--- config.mk ---
export PLATFORM = sky130hd
export DESIGN_NAME = ip_prefix_allow_list_core_flat
export DESIGN_NICKNAME = d
export VERILOG_FILES = /design/src/design/ipal_pkg.sv /design/src/design/ipal_if.sv /design/src/design/ipal_ctrl.sv /design/src/design/ipal_dp.sv /design/src/design/ip_prefix_allow_list_core.sv /design/src/flat_wrapper.sv
export SDC_FILE = /design/constraint.sdc
export NUM_CORES = 2
export LEC_CHECK = 0
export ABC_AREA = 0
export ABC_CLOCK_PERIOD_IN_PS = 22400
export BUFFER_PORTS_ARGS = -buffer_cell sky130_fd_sc_hd__buf_2
export CAP_MARGIN = 20
export CELL_PAD_IN_SITES_DETAIL_PLACEMENT = 0
export CELL_PAD_IN_SITES_GLOBAL_PLACEMENT = 2
export CORE_AREA = 3 3 500 502
export DETAILED_ROUTE_END_ITERATION = 16
export DIE_AREA = 0 0 503 505
export GPL_ROUTABILITY_DRIVEN = 0
export PLACE_DENSITY = 0.73
export SYNTH_ARGS = -nofsm -noshare
export SYNTH_HDL_FRONTEND = slang
export SYNTH_HIERARCHICAL = 1
export SYNTH_SLANG_ARGS = --single-unit
--- constraint.sdc ---
create_clock -name clk -period 22.4 [get_ports clk]
set_input_delay 4.48 -clock clk [delete_from_list [all_inputs] [get_ports clk]]
set_output_delay 4.48 -clock clk [all_outputs]
set_load 0.01 [all_outputs]
--- src/design/ipal_pkg.sv ---
package ipal_pkg;

  // Table depth and derived widths
  localparam int TABLE_ENTRIES = 16;
  localparam int IDX_W = (TABLE_ENTRIES > 1) ? $clog2(TABLE_ENTRIES) : 1;
  localparam int CNT_W = $clog2(TABLE_ENTRIES + 1);

  // Field widths
  localparam int CMD_W    = 2;
  localparam int ADDR_W   = 64;
  localparam int PLEN_W   = 8;
  localparam int STATUS_W = 2;

  // Command codes
  localparam logic [CMD_W-1:0] CMD_LOOKUP = 2'd0;
  localparam logic [CMD_W-1:0] CMD_INSERT = 2'd1;
  localparam logic [CMD_W-1:0] CMD_CLEAR  = 2'd2;

  // Status codes
  localparam logic [STATUS_W-1:0] STAT_OK    = 2'd0;
  localparam logic [STATUS_W-1:0] STAT_FULL  = 2'd1;
  localparam logic [STATUS_W-1:0] STAT_RANGE = 2'd2;

  // Maximum prefix lengths per family
  localparam logic [PLEN_W-1:0] PLEN_MAX_V4 = 8'd32;
  localparam logic [PLEN_W-1:0] PLEN_MAX_V6 = 8'd128;

  // Controller to datapath commands
  typedef struct packed {
    logic load_item;
    logic scan_step;
    logic exec_write;
    logic load_out;
  } ipal_cmd_t;

  // Datapath to controller status
  typedef struct packed {
    logic op_lookup;
    logic hit;
    logic last;
  } ipal_stat_t;

  // Mask with the top n of 64 bits set, n clamped to 0..64
  function automatic logic [ADDR_W-1:0] top_mask64(input logic [PLEN_W-1:0] n);
    logic [ADDR_W-1:0] m;
    if (n == '0) begin
      m = '0;
    end else if (n >= PLEN_W'(ADDR_W)) begin
      m = '1;
    end else begin
      m = ~(ADDR_W'(0)) << (PLEN_W'(ADDR_W) - n);
    end
    return m;
  endfunction

endpackage

--- src/design/ipal_if.sv ---
interface ipal_in_if;
  logic                          valid;
  logic                          ready;
  logic [ipal_pkg::CMD_W-1:0]    command;
  logic                          is_ipv6;
  logic [ipal_pkg::ADDR_W-1:0]   address_high;
  logic [ipal_pkg::ADDR_W-1:0]   address_low;
  logic [ipal_pkg::PLEN_W-1:0]   prefix_length;

  modport source (
    output valid, command, is_ipv6, address_high, address_low, prefix_length,
    input  ready
  );
  modport sink (
    input  valid, command, is_ipv6, address_high, address_low, prefix_length,
    output ready
  );
endinterface

interface ipal_out_if;
  logic                          valid;
  logic                          ready;
  logic                          matched;
  logic [ipal_pkg::STATUS_W-1:0] status;

  modport source (
    output valid, matched, status,
    input  ready
  );
  modport sink (
    input  valid, matched, status,
    output ready
  );
endinterface

--- src/design/ipal_ctrl.sv ---
module ipal_ctrl (
  input  logic                 clk,
  input  logic                 rst_n,
  input  logic                 in_valid,
  output logic                 in_ready,
  output logic                 out_valid,
  input  logic                 out_ready,
  output ipal_pkg::ipal_cmd_t  cmd,
  input  ipal_pkg::ipal_stat_t stat
);
  import ipal_pkg::*;

  typedef enum logic [2:0] {
    ST_IDLE = 3'b001,
    ST_BUSY = 3'b010,
    ST_DONE = 3'b100
  } state_t;

  state_t state_r, state_nxt;
  logic   out_valid_r, out_valid_nxt;
  logic   slot_free;

  assign in_ready  = (state_r == ST_IDLE);
  assign out_valid = out_valid_r;
  assign slot_free = !out_valid_r || out_ready;

  // Sequence accept, execute or scan, then hand off to the output register
  always_comb begin
    state_nxt     = state_r;
    out_valid_nxt = out_valid_r && !out_ready;
    cmd           = '0;
    case (state_r)
      ST_IDLE: begin
        if (in_valid) begin
          cmd.load_item = 1'b1;
          state_nxt     = ST_BUSY;
        end
      end
      ST_BUSY: begin
        if (stat.op_lookup) begin
          cmd.scan_step = 1'b1;
          if (stat.hit || stat.last) begin
            state_nxt = ST_DONE;
          end
        end else begin
          cmd.exec_write = 1'b1;
          state_nxt      = ST_DONE;
        end
      end
      ST_DONE: begin
        if (slot_free) begin
          cmd.load_out  = 1'b1;
          out_valid_nxt = 1'b1;
          state_nxt     = ST_IDLE;
        end
      end
      default: begin
        state_nxt = ST_IDLE;
      end
    endcase
  end

  always_ff @(posedge clk) begin
    if (!rst_n) begin
      state_r     <= ST_IDLE;
      out_valid_r <= 1'b0;
    end else begin
      state_r     <= state_nxt;
      out_valid_r <= out_valid_nxt;
    end
  end

endmodule

--- src/design/ipal_dp.sv ---
module ipal_dp (
  input  logic                           clk,
  input  logic                           rst_n,
  input  logic [ipal_pkg::CMD_W-1:0]     in_command,
  input  logic                           in_is_ipv6,
  input  logic [ipal_pkg::ADDR_W-1:0]    in_address_high,
  input  logic [ipal_pkg::ADDR_W-1:0]    in_address_low,
  input  logic [ipal_pkg::PLEN_W-1:0]    in_prefix_length,
  input  ipal_pkg::ipal_cmd_t            cmd,
  output ipal_pkg::ipal_stat_t           stat,
  output logic                           out_matched,
  output logic [ipal_pkg::STATUS_W-1:0]  out_status
);
  import ipal_pkg::*;

  // Latched item
  logic [CMD_W-1:0]  cmd_r;
  logic              v6_r;
  logic [ADDR_W-1:0] hi_r;
  logic [ADDR_W-1:0] lo_r;
  logic [PLEN_W-1:0] plen_r;

  // Prefix table; entries below count_r are valid
  logic              ent_v6_r   [TABLE_ENTRIES];
  logic [ADDR_W-1:0] ent_hi_r   [TABLE_ENTRIES];
  logic [ADDR_W-1:0] ent_lo_r   [TABLE_ENTRIES];
  logic [PLEN_W-1:0] ent_plen_r [TABLE_ENTRIES];
  logic [CNT_W-1:0]  count_r, count_nxt;

  // Scan pointer and result
  logic [IDX_W-1:0]    idx_r;
  logic                match_r;
  logic [STATUS_W-1:0] status_r;
  logic                out_matched_r;
  logic [STATUS_W-1:0] out_status_r;

  logic              sel_v6;
  logic [ADDR_W-1:0] sel_hi;
  logic [ADDR_W-1:0] sel_lo;
  logic [PLEN_W-1:0] sel_plen;
  logic [ADDR_W-1:0] mask_hi;
  logic [ADDR_W-1:0] mask_lo;
  logic [ADDR_W-1:0] mask_v4;
  logic              covers;
  logic              plen_bad;
  logic              tbl_full;
  logic [IDX_W-1:0]  wr_idx;

  // Read the entry under the scan pointer and test coverage
  always_comb begin
    sel_v6   = ent_v6_r[idx_r];
    sel_hi   = ent_hi_r[idx_r];
    sel_lo   = ent_lo_r[idx_r];
    sel_plen = ent_plen_r[idx_r];
    mask_hi  = top_mask64(sel_plen);
    mask_lo  = (sel_plen > PLEN_W'(ADDR_W)) ? top_mask64(sel_plen - PLEN_W'(ADDR_W)) : '0;
    mask_v4  = mask_hi >> (ADDR_W / 2);
    if (sel_v6 != v6_r) begin
      covers = 1'b0;
    end else if (v6_r) begin
      covers = (((sel_hi ^ hi_r) & mask_hi) == '0) && (((sel_lo ^ lo_r) & mask_lo) == '0);
    end else begin
      covers = ((sel_lo ^ lo_r) & mask_v4) == '0;
    end
  end

  assign stat.op_lookup = (cmd_r == CMD_LOOKUP);
  assign stat.hit       = (count_r != '0) && covers;
  assign stat.last      = (count_r == '0) || (CNT_W'(idx_r) == count_r - CNT_W'(1));

  assign plen_bad = plen_r > (v6_r ? PLEN_MAX_V6 : PLEN_MAX_V4);
  assign tbl_full = count_r >= CNT_W'(TABLE_ENTRIES);
  assign wr_idx   = count_r[IDX_W-1:0];

  // Count update for insert and clear
  always_comb begin
    count_nxt = count_r;
    if (cmd.exec_write) begin
      case (cmd_r)
        CMD_INSERT: begin
          if (!plen_bad && !tbl_full) begin
            count_nxt = count_r + CNT_W'(1);
          end
        end
        CMD_CLEAR: begin
          count_nxt = '0;
        end
        default: begin
          count_nxt = count_r;
        end
      endcase
    end
  end

  always_ff @(posedge clk) begin
    if (!rst_n) begin
      count_r <= '0;
    end else begin
      count_r <= count_nxt;
    end
  end

  // Latch the accepted beat, run the scan, build the result
  always_ff @(posedge clk) begin
    if (cmd.load_item) begin
      cmd_r    <= in_command;
      v6_r     <= in_is_ipv6;
      hi_r     <= in_address_high;
      lo_r     <= in_address_low;
      plen_r   <= in_prefix_length;
      idx_r    <= '0;
      match_r  <= 1'b0;
      status_r <= STAT_OK;
    end
    if (cmd.scan_step) begin
      idx_r   <= idx_r + IDX_W'(1);
      match_r <= match_r | stat.hit;
    end
    if (cmd.exec_write && (cmd_r == CMD_INSERT)) begin
      if (plen_bad) begin
        status_r <= STAT_RANGE;
      end else if (tbl_full) begin
        status_r <= STAT_FULL;
      end
    end
    if (cmd.load_out) begin
      out_matched_r <= match_r;
      out_status_r  <= status_r;
    end
  end

  // Append a new entry at the fill position
  always_ff @(posedge clk) begin
    if (cmd.exec_write && (cmd_r == CMD_INSERT) && !plen_bad && !tbl_full) begin
      ent_v6_r[wr_idx]   <= v6_r;
      ent_hi_r[wr_idx]   <= v6_r ? hi_r : '0;
      ent_lo_r[wr_idx]   <= v6_r ? lo_r : {{(ADDR_W / 2){1'b0}}, lo_r[ADDR_W/2-1:0]};
      ent_plen_r[wr_idx] <= plen_r;
    end
  end

  assign out_matched = out_matched_r;
  assign out_status  = out_status_r;

endmodule

--- src/design/ip_prefix_allow_list_core.sv ---
// IPv4/IPv6 prefix allow list.
// in_ch carries one command beat: lookup, insert or clear, with family,
// 128-bit address and prefix length. out_ch returns one beat per command
// with matched and status. Both channels use valid/ready; a beat moves when
// both are high.
// Insert appends an entry (status 2 if the prefix is too long for the
// family, status 1 if the table is full). Clear empties the table. Lookup
// reports whether any stored prefix of the same family covers the address.
// Insert, clear and the unused code execute in the busy state, then their
// result moves to the output register. A lookup walks the stored entries one
// per cycle through a single compare unit and stops at the first hit or at
// the last stored entry (at most TABLE_ENTRIES = 16).
// A new command is not accepted while one is in flight; the input is taken
// again as soon as the result has moved into the output register.
// Reset empties the table and drops any beat in flight. When the receiver
// stalls, the result holds in the output register; the next command is
// still accepted and its result waits until the register frees.
module ip_prefix_allow_list_core (
  input  logic       clk,
  input  logic       rst_n,
  ipal_in_if.sink    in_ch,
  ipal_out_if.source out_ch
);
  import ipal_pkg::*;

  ipal_cmd_t  cmd;
  ipal_stat_t stat;

  // Sequence each command
  ipal_ctrl u_ctrl (
    .clk       (clk),
    .rst_n     (rst_n),
    .in_valid  (in_ch.valid),
    .in_ready  (in_ch.ready),
    .out_valid (out_ch.valid),
    .out_ready (out_ch.ready),
    .cmd       (cmd),
    .stat      (stat)
  );

  // Hold the table and compare entries
  ipal_dp u_dp (
    .clk              (clk),
    .rst_n            (rst_n),
    .in_command       (in_ch.command),
    .in_is_ipv6       (in_ch.is_ipv6),
    .in_address_high  (in_ch.address_high),
    .in_address_low   (in_ch.address_low),
    .in_prefix_length (in_ch.prefix_length),
    .cmd              (cmd),
    .stat             (stat),
    .out_matched      (out_ch.matched),
    .out_status       (out_ch.status)
  );

endmodule

--- src/flat_wrapper.sv ---
// flat-port wrapper written by rule: the top's interface ports become plain ports
module ip_prefix_allow_list_core_flat import ipal_pkg::*;
  (clk, rst_n, in_ch_valid, in_ch_command, in_ch_is_ipv6, in_ch_address_high, in_ch_address_low, in_ch_prefix_length, in_ch_ready, out_ch_valid, out_ch_matched, out_ch_status, out_ch_ready);
  ipal_in_if in_ch_i ();
  ipal_out_if out_ch_i ();
  input  logic clk;
  input  logic rst_n;
  input wire logic [$bits(in_ch_i.valid)-1:0] in_ch_valid;
  input wire logic [$bits(in_ch_i.command)-1:0] in_ch_command;
  input wire logic [$bits(in_ch_i.is_ipv6)-1:0] in_ch_is_ipv6;
  input wire logic [$bits(in_ch_i.address_high)-1:0] in_ch_address_high;
  input wire logic [$bits(in_ch_i.address_low)-1:0] in_ch_address_low;
  input wire logic [$bits(in_ch_i.prefix_length)-1:0] in_ch_prefix_length;
  output wire logic [$bits(in_ch_i.ready)-1:0] in_ch_ready;
  output wire logic [$bits(out_ch_i.valid)-1:0] out_ch_valid;
  output wire logic [$bits(out_ch_i.matched)-1:0] out_ch_matched;
  output wire logic [$bits(out_ch_i.status)-1:0] out_ch_status;
  input wire logic [$bits(out_ch_i.ready)-1:0] out_ch_ready;
  assign in_ch_i.valid = in_ch_valid;
  assign in_ch_i.command = in_ch_command;
  assign in_ch_i.is_ipv6 = in_ch_is_ipv6;
  assign in_ch_i.address_high = in_ch_address_high;
  assign in_ch_i.address_low = in_ch_address_low;
  assign in_ch_i.prefix_length = in_ch_prefix_length;
  assign in_ch_ready = in_ch_i.ready;
  assign out_ch_valid = out_ch_i.valid;
  assign out_ch_matched = out_ch_i.matched;
  assign out_ch_status = out_ch_i.status;
  assign out_ch_i.ready = out_ch_ready;
  ip_prefix_allow_list_core u_core (.clk(clk), .rst_n(rst_n), .in_ch(in_ch_i), .out_ch(out_ch_i));
endmodule
==> impl_metrics.py <==
metrics = {
    "run_status": {
        "run_status": "finished clean",
    },
    "placed_design": {
        "port_buffers": 147,
        "dp_hpwl_mm": 137,
        "place_ws_ps": 14360,
    },
    "cts": {
        "clk_path_buf_depth": 3,
        "cts_buffers": 233,
        "cts_resized": 0,
        "clock_sinks": 2354,
        "holdBufCountCts": 0,
        "cts_setup_buffers": 0,
        "root_buffer": "clkbuf_16",
        "insertion_delay_ps": 890,
        "tritoncts": "yes",
        "htreeDepth": 4,
        "path_clk_slew_ps": 60,
    },
    "logic_synthesis": {
        "postSynthCellCount": 4392,
        "async_flop_share_pct": 0,
        "synth_edf_count": 2339,
        "synth_nets": 4546,
        "ys_seq_area_share_pct": 75.5,
        "netlist.area_leader.share_pct": 75.2,
        "yosysWarnings": 6,
        "synth_most_common_cell": "edfxtp_1",
        "synth_area_mm2": 0.0934,
        "synth_common_cells": "edfxtp_1 (2339), mux4_2 (565), mux2i_1 (178)",
        "ys_ff_latch": 2354,
        "syn_area_per_cell_um2": 21.3,
        "synth_area_leaders": "edfxtp_1 (75%), mux4_2 (14%), mux2i_1 (1.9%), xnor2_1 (0.85%), and2_1 (0.71%)",
        "synth_cell_type_count": 93,
        "synth_top_area_cell": "edfxtp_1",
        "synth-main-ff-cell": "edfxtp_1",
    },
    "finish": {
        "final_nets": 4825,
        "layout-drive-gt1-share_pct": 25.0,
        "multi_input_area_mm2": 0.0216,
        "fillers": 20900,
        "seq_area_mm2": 0.0706,
        "area_growth_pct": 13.1,
    },
    "power": {
        "power.total_w": 0.00967,
        "p_int_w": 0.00736,
        "leakage_nw": 32.9,
        "vdd_drop_max_mv": 0.0838,
        "switchingPower_w": 0.00231,
        "power.density_mw_per_mm2": 91.5,
        "pwr-share-clk_pct": 39.6,
        "pwr-share-comb_pct": 9.4,
        "swShare_pct": 23.9,
        "seqPwrFrac_pct": 51.0,
    },
    "route": {
        "drt-total-wl_mm": 244,
        "num_vias": 46400,
        "wl_per_cell_um": 30.2,
        "viasPerCell": 5.73,
        "drc": 0,
        "firstDrtPassIters": 6,
        "drtAntennaViolNets": 0,
        "drt-initial-drc-count": 4919,
    },
    "floorplanning": {
        "dieHeight_um": 505,
        "die_x_um": 503,
        "floorplan.die_area_mm2": 0.254,
        "start_util_pct": 38.0,
        "core_area_mm2": 0.246,
        "fp-row-count": 182,
        "pin_count": 148,
    },
    "sta": {
        "fin_crit_ps": 8030,
        "relSlewSlack_pct": 22.9,
        "setup_viol": 0,
        "tightestPinTransition_ps": 1150,
        "skew_ps": 68.8,
        "clock.fmax_mhz": 125,
        "fin_crit_sh_pct": 35.8,
        "grt_setup_unrepaired": "no",
        "setup_ws_ps": 14370,
        "finalHoldViolCount": 0,
        "maxSlewViolCount": 0,
        "setup_tns_ps": 0,
    },
    "global_routing": {
        "antenna_found_initial": 15,
        "grt_usage_pct": 19.1,
        "grt_max_degree": 127,
        "first_global_vias": 47200,
        "grt_pass1_wl_mm": 350,
        "globalRouteOverflowTotal": 0,
    },
    "critical_path": {
        "cp.arrival_ps": 8800,
        "crit_required_ps": 23170,
        "path_class": "flip-flop to flip-flop",
        "crit_fanout": 58,
        "path_cells": "buf_4, buf_4, nor2b_1, buf_4, a22oi_1, a21oi_1, nor2_2, nand2_1, a21oi_1, o32ai_1, nor4_1, a21oi_1, a211o_1, nor4_2, buf_4, o22a_1, or3b_1, o22ai_1, and3_1",
        "critPathLaunchType": "flip-flop",
        "cp_slowest_cell": "nor2_2",
        "end_kind": "flip-flop",
        "path_buf_inv": 4,
        "cp_top_family": "simple AND/OR/NAND/NOR gates",
        "crit_top_cell": "buf_4",
        "crit_path_max_incr_delay_ps": 920,
    },
    "hold_path": {
        "holdCritPathClass": "flip-flop to flip-flop",
    },
    "job": {
        "maxCapViolCount": 0,
    },
}
## power by group through the flow
stage          registers [W]  clock network [W]  logic [W]
2_1_floorplan        0.00500                  0   0.000585
3_3_place_gp         0.00503                  0   0.000902
3_5_place_dp         0.00503                  0   0.000902
4_1_cts              0.00493            0.00392   0.000905
5_1_grt              0.00494            0.00409   0.000960
6_report             0.00493            0.00383   0.000911
## logic make-up after synthesis
family	Yosys count	share of synthesized area [%]
fa+ha+maj	12	0.158
xor+xnor	140	1.33
compound gates	373	2.81
simple gates	509	2.94
mux	757	15.7
buf+inv	247	1.50
flops	2354	75.5
## path summary, 6_finish.rpt
| kind | startpoint | to | slack (ps) | depth (start not counted) |
|---|---|---|---|---|
| setup / recovery | flip-flop | u_core/u_ctrl/state_r[1] | 14370 | 19 |
| hold / removal | u_core/u_dp/status_r[1] | u_core/u_dp/out_status[1] | 450 | 0 |
| hold reg to reg | u_core/u_dp/status_r[1] | u_core/u_dp/out_status[1] | 450 | 0 |
| setup reg to reg | flip-flop | u_core/u_ctrl/state_r[1] | 14370 | 19 |
## cells in the final DEF (no fill, tap or decap), types with 12 or more instances in the layout
master     netlist  final
nand3_1         31     31
xor2_1          47     47
o21ai_0         43     43
nor2b_1         30     30
a221oi_1        12     12
inv_1           19     17
and2_1         106    106
a31oi_1         29     29
bufinv_16        0     20
a211oi_1        32     31
a22oi_1         35     35
clkinv_1         1     62
xnor2_1         91     90
buf_12           2     12
nand2b_1        13     13
nor3_1          40     35
nand2_1        103    103
mux2i_1        178    177
mux4_2         565    565
buf_2           92    147
buf_4           29    112
o211ai_1        15     15
a21oi_1         69     69
clkbuf_1        56     51
clkinv_2         0     41
nor2_4           0     12
nor4_1          19     18
clkbuf_16        0    233
or3_1           12     12
nand4_1         25     25
edfxtp_1      2339   2339
nor2_1          81     68
o22ai_1         12     12
## sequential cells by signal (all words and copies together), names as in the netlist, named ones only
name	count
u_core/u_dp/v6_r	1
u_core/u_ctrl/out_valid	1
u_core/u_dp/cmd_r	2
u_core/u_dp/ent_plen_r	128
u_core/u_dp/plen_r	8
u_core/u_dp/out_status	2
u_core/u_dp/count_r	5
u_core/u_dp/ent_lo_r	1024
u_core/u_dp/ent_v6_r	16
u_core/u_dp/idx_r	4
u_core/u_dp/lo_r	64
u_core/u_ctrl/state_r	3
u_core/u_dp/status_r	2
u_core/u_dp/ent_hi_r	1024
u_core/u_dp/out_matched	1
u_core/u_dp/match_r	1
u_core/u_dp/hi_r	64
## layout make-up
type                    instances  share of cell area [%]
clock inverters               152                    1.46
clock buffers                 284                    5.70
diodes                          3                 0.00710
repair buffers                271                    1.72
well taps                    3220                    3.81
inverters                      20                  0.0805
flip-flops and latches       2354                    66.8
multi-input cells            1791                    20.5
## metrics by stage
stage	hold slack [ps]	area, µm²	std cells	utilization (%)
finish	447	106000	8095	43.0
global placement	430	98100	7652	39.9
global route	465	106000	8094	43.0
CTS	449	106000	8088	43.0
detailed placement	434	98100	7652	39.9
floorplan	408	93400	4392	-
## metal layers
| layer | part of all wire (%) | wire (µm) | global-route usage (%) | vias to the layer above |
|---|---|---|---|---|
| met5 | 0.0045 | 11 | 0 | - |
| met3 | 6.9 | 16800 | 3.47 | 364 |
| met2 | 48 | 118000 | 30.4 | 1807 |
| met4 | 2.3 | 5730 | 4.82 | 2 |
| li1 | - | - | - | 19000 |
| met1 | 43 | 104000 | 27.3 | 25200 |
(Power assumes the default switching activity.)
